`config.mk`:
```
export PLATFORM = sky130hd
export DESIGN_NAME = preemptive_priority_scheduler
export DESIGN_NICKNAME = d
export VERILOG_FILES = /design/src/rtl/ppsch_pkg.sv /design/src/rtl/ppsch_ram.sv /design/src/rtl/preemptive_priority_scheduler.sv
export SDC_FILE = /design/constraint.sdc
export NUM_CORES = 1
export LEC_CHECK = 0
export BUFFER_PORTS_ARGS = -buffer_cell sky130_fd_sc_hd__clkbuf_2
export CAP_MARGIN = 15
export CORE_MARGIN = 8
export CORE_UTILIZATION = 60
export CTS_BUF_LIST = sky130_fd_sc_hd__clkbuf_16
export CTS_CLUSTER_SIZE = 24
export DETAILED_ROUTE_END_ITERATION = 7
export PLACE_DENSITY_LB_ADDON = 0.05
export SETUP_SLACK_MARGIN = 0.4
export SLEW_MARGIN = 20
export SYNTH_ARGS = -nofsm -noshare
export SYNTH_HDL_FRONTEND = slang
export SYNTH_SLANG_ARGS = --single-unit
```
`constraint.sdc`:
```
create_clock -name clk -period 9.5 [get_ports clk]
set_clock_uncertainty 0.1 [all_clocks]
set_input_delay 1.9 -clock clk [delete_from_list [all_inputs] [get_ports clk]]
set_output_delay 1.9 -clock clk [all_outputs]
set_load 0.01 [all_outputs]
```
`src/rtl/ppsch_pkg.sv`:
```
package ppsch_pkg;

    // Fixed field widths
    localparam int SLOT_W = 4;
    localparam int PRIO_W = 8;
    localparam int TIME_W = 16;
    localparam int CFG_W  = 5;

    // Operation codes
    localparam logic OP_LOAD = 1'b0;
    localparam logic OP_TICK = 1'b1;

    typedef struct packed {
        logic              op;
        logic [SLOT_W-1:0] slot;
        logic [PRIO_W-1:0] priority_req;
        logic [TIME_W-1:0] arrival;
        logic [TIME_W-1:0] burst;
    } in_beat_t;

    typedef struct packed {
        logic              idle;
        logic [SLOT_W-1:0] ran_slot;
        logic              finished;
        logic [TIME_W-1:0] finish_time;
        logic [TIME_W-1:0] turnaround;
        logic [TIME_W-1:0] waiting;
    } out_beat_t;

    // One task slot as stored in the table RAM
    typedef struct packed {
        logic [PRIO_W-1:0] prio;
        logic [TIME_W-1:0] arrival;
        logic [TIME_W-1:0] burst;
        logic [TIME_W-1:0] remaining;
    } task_entry_t;

    typedef enum logic [2:0] {
        ST_IDLE,
        ST_SCAN,
        ST_UPDATE,
        ST_TURN,
        ST_WAIT,
        ST_RESULT
    } state_t;

endpackage

```
`src/rtl/ppsch_ram.sv`:
```
module ppsch_ram #(
    parameter int WIDTH = 56,
    parameter int DEPTH = 16
) (
    input  logic                     clk,
    input  logic                     we,
    input  logic [$clog2(DEPTH)-1:0] waddr,
    input  logic [WIDTH-1:0]         wdata,
    input  logic [$clog2(DEPTH)-1:0] raddr,
    output logic [WIDTH-1:0]         rdata
);

    logic [WIDTH-1:0] mem [DEPTH];

    // One write port, registered read port
    always_ff @(posedge clk)
    begin
        if (we)
        begin
            mem[waddr] <= wdata;
        end
        rdata <= mem[raddr];
    end

endmodule

```
`src/rtl/preemptive_priority_scheduler.sv`:
```
// Channel | Direction | Handshake          | Beat
// in      | input     | in_valid/in_stall  | ppsch_pkg::in_beat_t (load or tick)
// out     | output    | out_valid/out_stall| ppsch_pkg::out_beat_t (one per tick)
// cfg     | input     | cfg_we             | task_count, 5 bits
//
// A load beat is written to its slot in the table RAM on accept.
// A tick scans the table, advances time, runs the picked slot, gives a result;
// the scan reads one table entry per cycle through the RAM read port into one
// shared compare unit; one subtractor forms turnaround and waiting on finish.
// rst_n clears time, task_count and the per-slot valid bits; RAM needs no clear.
// A stalled result holds in the output register; the next item is still taken.
module preemptive_priority_scheduler #(
    parameter int TASK_SLOTS = 16
) (
    input  logic                             clk,
    input  logic                             rst_n,
    input  logic                             in_valid,
    output logic                             in_stall,
    input  ppsch_pkg::in_beat_t              in_data,
    output logic                             out_valid,
    input  logic                             out_stall,
    output ppsch_pkg::out_beat_t             out_data,
    input  logic                             cfg_we,
    input  logic [ppsch_pkg::CFG_W-1:0]      cfg_data
);

    import ppsch_pkg::*;

    localparam int AW    = $clog2(TASK_SLOTS);
    localparam int CNT_W = $clog2(TASK_SLOTS + 1);
    localparam int ENT_W = $bits(task_entry_t);

    state_t state_reg, state_next;

    logic [CNT_W-1:0]      count_reg;
    logic [TIME_W-1:0]     time_reg, time_next;
    logic [TASK_SLOTS-1:0] valid_reg, valid_next;
    logic [CNT_W-1:0]      issue_reg, issue_next;
    logic                  pend_reg, pend_next;
    logic [AW-1:0]         pend_idx_reg, pend_idx_next;
    logic                  found_reg, found_next;
    logic [AW-1:0]         best_idx_reg, best_idx_next;
    task_entry_t           best_reg, best_next;
    logic                  done_reg, done_next;
    logic [TIME_W-1:0]     turn_reg, turn_next;
    logic [TIME_W-1:0]     wait_reg, wait_next;
    logic                  out_valid_reg, out_valid_next;
    out_beat_t             out_data_reg, out_data_next;

    logic                  in_accept;
    logic                  out_free;
    logic                  ram_we;
    logic [AW-1:0]         ram_waddr;
    task_entry_t           ram_wdata;
    logic [AW-1:0]         ram_raddr;
    logic [ENT_W-1:0]      ram_rdata;
    task_entry_t           cand;
    logic                  cand_live;
    logic                  cand_better;
    logic [TIME_W-1:0]     sub_a, sub_b, sub_res;

    assign in_stall  = (state_reg != ST_IDLE);
    assign in_accept = in_valid && !in_stall;
    assign out_free  = !out_valid_reg || !out_stall;
    assign out_valid = out_valid_reg;
    assign out_data  = out_data_reg;

    // Task table
    ppsch_ram #(
        .WIDTH (ENT_W),
        .DEPTH (TASK_SLOTS)
    ) u_table (
        .clk   (clk),
        .we    (ram_we),
        .waddr (ram_waddr),
        .wdata (ram_wdata),
        .raddr (ram_raddr),
        .rdata (ram_rdata)
    );

    // Shared compare unit: entry read back against the best so far
    assign cand      = task_entry_t'(ram_rdata);
    assign cand_live = valid_reg[pend_idx_reg] && (cand.remaining != '0)
                       && (cand.arrival <= time_reg);
    assign cand_better = !found_reg || (cand.prio > best_reg.prio)
                         || ((cand.prio == best_reg.prio)
                             && (cand.arrival < best_reg.arrival));

    // Shared saturating subtractor
    assign sub_a   = (state_reg == ST_TURN) ? time_reg : turn_reg;
    assign sub_b   = (state_reg == ST_TURN) ? best_reg.arrival : best_reg.burst;
    assign sub_res = (sub_a > sub_b) ? (sub_a - sub_b) : '0;

    // Next state
    always_comb
    begin
        state_next = state_reg;
        case (state_reg)
            ST_IDLE:
            begin
                if (in_accept && (in_data.op == OP_TICK))
                begin
                    state_next = ST_SCAN;
                end
            end
            ST_SCAN:
            begin
                if (issue_reg == count_reg)
                begin
                    state_next = ST_UPDATE;
                end
            end
            ST_UPDATE:
            begin
                if (found_reg && (best_reg.remaining == TIME_W'(1)))
                begin
                    state_next = ST_TURN;
                end
                else
                begin
                    state_next = ST_RESULT;
                end
            end
            ST_TURN:
            begin
                state_next = ST_WAIT;
            end
            ST_WAIT:
            begin
                state_next = ST_RESULT;
            end
            ST_RESULT:
            begin
                if (out_free)
                begin
                    state_next = ST_IDLE;
                end
            end
            default:
            begin
                state_next = ST_IDLE;
            end
        endcase
    end

    // Datapath and RAM control
    always_comb
    begin
        time_next      = time_reg;
        valid_next     = valid_reg;
        issue_next     = issue_reg;
        pend_next      = 1'b0;
        pend_idx_next  = pend_idx_reg;
        found_next     = found_reg;
        best_idx_next  = best_idx_reg;
        best_next      = best_reg;
        done_next      = done_reg;
        turn_next      = turn_reg;
        wait_next      = wait_reg;
        out_valid_next = out_valid_reg && out_stall;
        out_data_next  = out_data_reg;
        ram_we         = 1'b0;
        ram_waddr      = AW'(in_data.slot);
        ram_wdata      = '{prio: in_data.priority_req, arrival: in_data.arrival,
                           burst: in_data.burst, remaining: in_data.burst};
        ram_raddr      = issue_reg[AW-1:0];

        case (state_reg)
            ST_IDLE:
            begin
                if (in_accept)
                begin
                    if (in_data.op == OP_LOAD)
                    begin
                        // Load beat: write the slot, mark it valid
                        if (int'(in_data.slot) < TASK_SLOTS)
                        begin
                            ram_we                = 1'b1;
                            valid_next[ram_waddr] = 1'b1;
                        end
                    end
                    else
                    begin
                        issue_next = '0;
                        found_next = 1'b0;
                    end
                end
            end
            ST_SCAN:
            begin
                // Issue one read per cycle, compare the one returned
                if (issue_reg != count_reg)
                begin
                    issue_next    = issue_reg + 1'b1;
                    pend_next     = 1'b1;
                    pend_idx_next = issue_reg[AW-1:0];
                end
                if (pend_reg && cand_live && cand_better)
                begin
                    found_next    = 1'b1;
                    best_idx_next = pend_idx_reg;
                    best_next     = cand;
                end
            end
            ST_UPDATE:
            begin
                // Advance time, run the picked slot one unit
                time_next = (time_reg == '1) ? time_reg : time_reg + 1'b1;
                done_next = found_reg && (best_reg.remaining == TIME_W'(1));
                turn_next = '0;
                wait_next = '0;
                if (found_reg)
                begin
                    ram_we              = 1'b1;
                    ram_waddr           = best_idx_reg;
                    ram_wdata           = best_reg;
                    ram_wdata.remaining = best_reg.remaining - 1'b1;
                end
            end
            ST_TURN:
            begin
                turn_next = sub_res;
            end
            ST_WAIT:
            begin
                wait_next = sub_res;
            end
            ST_RESULT:
            begin
                if (out_free)
                begin
                    out_valid_next            = 1'b1;
                    out_data_next.idle        = !found_reg;
                    out_data_next.ran_slot    = found_reg ? SLOT_W'(best_idx_reg) : '0;
                    out_data_next.finished    = done_reg;
                    out_data_next.finish_time = time_reg;
                    out_data_next.turnaround  = turn_reg;
                    out_data_next.waiting     = wait_reg;
                end
            end
            default:
            begin
            end
        endcase
    end

    // Control registers
    always_ff @(posedge clk or negedge rst_n)
    begin
        if (!rst_n)
        begin
            state_reg     <= ST_IDLE;
            count_reg     <= '0;
            time_reg      <= '0;
            valid_reg     <= '0;
            pend_reg      <= 1'b0;
            out_valid_reg <= 1'b0;
        end
        else
        begin
            state_reg     <= state_next;
            time_reg      <= time_next;
            valid_reg     <= valid_next;
            pend_reg      <= pend_next;
            out_valid_reg <= out_valid_next;
            // task_count saturates at the table depth
            if (cfg_we)
            begin
                count_reg <= (int'(cfg_data) > TASK_SLOTS) ? CNT_W'(TASK_SLOTS)
                                                            : CNT_W'(cfg_data);
            end
        end
    end

    // Payload registers
    always_ff @(posedge clk)
    begin
        issue_reg    <= issue_next;
        pend_idx_reg <= pend_idx_next;
        found_reg    <= found_next;
        best_idx_reg <= best_idx_next;
        best_reg     <= best_next;
        done_reg     <= done_next;
        turn_reg     <= turn_next;
        wait_reg     <= wait_next;
        out_data_reg <= out_data_next;
    end

endmodule

```
==> key figures <==
Synthesis
  – Sequential area share after synthesis: 75.6%
  – Number of synthesized register bits: 1,151
  – Predominant post-synthesis flop cell: edfxtp_1
  – Post-synth net total: 2,321
  – Synth Cell Area: 44,700 um2
  – Top post-synthesis cells by area: edfxtp_1, mux4_2, dfxtp_1
  – Unique masters post-synth: 58
  – Syn. warnings: 0
  – Cells after synthesis: 2,206
  – Cell taking the most area after synthesis: edfxtp_1
  – Yosys top cell area share: 70.8%
  – Synth Area per Inst: 20.3 um2
  – Post-synth ARST share: 3.65%
  – Post-synth EDFFs: 1,053

Detailed routing
  – TritonRoute pass-1 iters: 6
  – Post-Route WL: 100,000 um
  – DRC: 0
  – Via/cell ratio: 6.28
  – WL/cell: 28.7 um
  – Routed Antenna Nets: 0
  – DRT iter0 DRCs: 2,227
  – Via Count: 21,900

Floorplan
  – Starting Density: 60.3%
  – I/O pins: 111
  – Chip Width: 289 um
  – Core area: 74,100 um2
  – Die ar.: 83,400 um2
  – Die Span Y: 289 um
  – Num rows: 100

CTS
  – Post-CTS sizing: 0
  – TritonCTS buffer count: 113
  – Sink Count: 1,151
  – Post-CTS Setup Bufs: 0
  – Root buffer cell: clkbuf_16
  – Number of hold buffers added after CTS: 0
  – H-tree depth: 3
  – CTS tree: yes
  – CTS clock-pin slew for the worst setup and hold paths: 60 ps
  – Longest Clk Path Bufs: 3
  – Clock Latency Late Sink: 680 ps

Place
  – # port buffers: 110
  – HPWL after DPL: 57,000 um
  – Placed Area: 46,700 um2
  – Routability cong.: 0.855

Power
  – Net Switching: 3.60 mW
  – Comb pwr share: 22.9%
  – Clk pwr share: 30.9%
  – Worst vdd ir: 0.263 mV
  – Total power per unit cell area: 266 nW/um2
  – Switching share of power: 26.9%
  – Int Pwr: 9.77 mW
  – Leakage: 16.9 nW
  – Sequential share of power: 46.2%
  – Total power: 13.4 mW

Layout
  – Max reg flops: 896
  – Total Nets Final: 2,527
  – Fin area: 50,200 um2
  – Area grow syn2layout: 12.5%
  – Share of layout cells above drive strength 1: 25.8%

Critical path
  – Buf/Inv on CP: 2
  – Crit Path Max Fanout: 63
  – CP Launch Type: flip-flop
  – Worst Path Required: 9890 ps
  – FF-to-FF setup slack: 4180 ps
  – Setup Crit Path Kind: flip-flop to flip-flop
  – Setup crit end kind: flip-flop
  – Reg-to-reg startpoint: state_reg[2]$_DFFE_PN0P_
  – Critical-path cell list: nand2b_1 -> inv_1 -> nand2_2 -> buf_4 -> mux2_2 -> ha_1 -> fa_1 -> nand2b_1 -> a211oi_2 -> nor3_1 -> o31ai_2 -> nand2_1 -> nor3_1
  – R2R depth: 13
  – Slowest cell on the critical path: o31ai_2
  – FF-to-FF End: wait_reg[10]$_SDFFCE_PN0P_
  – Critical Path AT: 5710 ps
  – Critical path's top delay family: simple AND/OR/NAND/NOR gates
  – Max incr delay on CP: 640 ps

Flow run
  – Max-cap viol count: 0

Global route
  – Largest net degree at the start of global routing: 161
  – Total GRT Usage: 24.4%
  – Vias in the first global route: 22,300
  – Initial antenna violation count: 5
  – First-pass GRT wire length: 148,000 um
  – Final global-route overflow total: 0

STA
  – Fmax: 0.188 GHz
  – Max_slew headroom: 23.8%
  – Tcrit/Tclk final: 56.0%
  – Fin. Hold Viols: 0
  – Tmin final: 5320 ps
  – RSZ-0062 raised after global routing: false
  – Final setup fails: 0
  – Fin. max-slew vios: 0
  – Measured slew at the worst slew-check pin: 1140 ps
  – TNS Setup: 0 ps

Hold path
  – Hold WC Path Type: flip-flop to flip-flop
  – Hold Crit Endpoint: best_reg[19]$_DFFE_PP_
  – HP Start: u_table.rdata[19]$_DFF_P_
  – Hold Path Stages: 0

Status
  – Status: finished, final reports clean
==> worst register-to-register path, delay by kind of cell (launching register included) <==
kind                     cells  cell delay [ps]
AND/OR/NAND/NOR              6             1650
multiplexers                 1              440
adder cells (fa/ha/maj)      2              710
buffers and inverters        2              860
AO/OA/AOI/OAI                2              910
flip-flops                   1              470
==> how the worst max path moves through the flow <==
stage / from / to / slack, ps / cells after the start
after floorplan: in_data[44] / u_table.mem[12][0]$_DFFE_PP_ / 4020 / 4
after global placement: in_data[44] / u_table.mem[4][26]$_DFFE_PP_ / 4420 / 6
after detailed placement: state_reg[2]$_DFFE_PN0P_ / wait_reg[10]$_SDFFCE_PN0P_ / 4250 / 13
after CTS: state_reg[2]$_DFFE_PN0P_ / wait_reg[10]$_SDFFCE_PN0P_ / 4180 / 13
after global routing: state_reg[2]$_DFFE_PN0P_ / wait_reg[7]$_SDFFCE_PN0P_ / 3680 / 13
final: state_reg[2]$_DFFE_PN0P_ / wait_reg[10]$_SDFFCE_PN0P_ / 4180 / 13
==> stage by stage <==
step	util [%]	hold slack [ps]	worst slack (ps)	instances
2_1_floorplan	-	286	4020	2206
3_3_place_gp	63.1	287	4420	3264
3_5_place_dp	63.1	289	4250	3265
4_1_cts	67.8	301	4180	3481
5_1_grt	67.8	305	3680	3482
6_report	67.8	302	4180	3484
==> power groups by stage <==
stage          registers (mW)  clock network (mW)  logic, mW
6_report                 6.17                4.13       3.06
4_1_cts                  6.17                4.21       3.10
2_1_floorplan            6.19                   0       2.34
3_3_place_gp             6.26                   0       3.06
5_1_grt                  6.19                4.40       3.31
3_5_place_dp             6.27                   0       3.09
==> area by class of cell <==
type	instances	area, um2
Antenna cell	2	5.00
Clock buffer	113	2830
Clock inverter	103	643
Fill cell	4780	23800
Inverter	57	214
Multi-Input combinational cell	909	10400
Sequential cell	1151	33800
Tap cell	969	1210
Timing Repair Buffer	180	1130
==> placed cells by master, fill, tap and decap left out, types with 9 or more instances in the layout <==
| master | Yosys | routed |
|---|---|---|
| xnor2_1 | 32 | 32 |
| mux4_2 | 284 | 284 |
| buf_4 | 0 | 66 |
| nor3_1 | 19 | 18 |
| a21oi_1 | 50 | 50 |
| nor2_4 | 0 | 18 |
| dfxtp_1 | 56 | 56 |
| clkinv_2 | 0 | 20 |
| nand4_1 | 16 | 16 |
| inv_1 | 57 | 97 |
| nand3_1 | 16 | 16 |
| clkinv_1 | 0 | 29 |
| nor4_1 | 9 | 9 |
| a21o_1 | 19 | 19 |
| ha_1 | 59 | 59 |
| dfrtp_1 | 42 | 42 |
| edfxtp_1 | 1053 | 1053 |
| nand2_1 | 125 | 123 |
| clkbuf_16 | 0 | 113 |
| a31oi_1 | 10 | 9 |
| nor2_1 | 90 | 72 |
| o21ai_0 | 67 | 65 |
| xor2_1 | 12 | 12 |
| clkbuf_2 | 0 | 109 |
==> cells in the mapped netlist, types with 19 or more instances <==
cell type and instances:
edfxtp_1 1053, mux4_2 284, nand2_1 125, nor2_1 90, o21ai_0 67, ha_1 59
inv_1 57, dfxtp_1 56, a21oi_1 50, dfrtp_1 42, clkbuf_1 39, buf_2 35
xnor2_1 32, a21o_1 19, nor3_1 19
==> cells by family (layout without fill, tap and decap cells) <==
| group | count (synthesis) | count (layout) | synth area share, % |
|---|---|---|---|
| DFF | 1151 | 1151 | 75.6 |
| and+or+nand+nor | 326 | 326 | 3.38 |
| muxes | 294 | 294 | 14.5 |
| AOI/OAI and AO/OA | 185 | 185 | 2.48 |
| buffers and inverters | 146 | 453 | 1.39 |
| adders and majority gates | 60 | 60 | 1.70 |
| xor gates and xnor gates | 44 | 44 | 0.863 |
| other | 0 | 2 | 0 |
==> per-layer routing <==
metal / track usage, % / wire length [um] / part of all wire [%] / up-vias
met3: 4.92 / 7830 / 7.8 / 163
met4: 6.32 / 2510 / 2.5 / 4
li1: - / - / - / 9382
met1: 35.4 / 41900 / 42 / 11400
met2: 38.5 / 47800 / 48 / 892
met5: 0 / 21 / 0.021 / -
No activity file was read; power rests on OpenSTA's default activity.
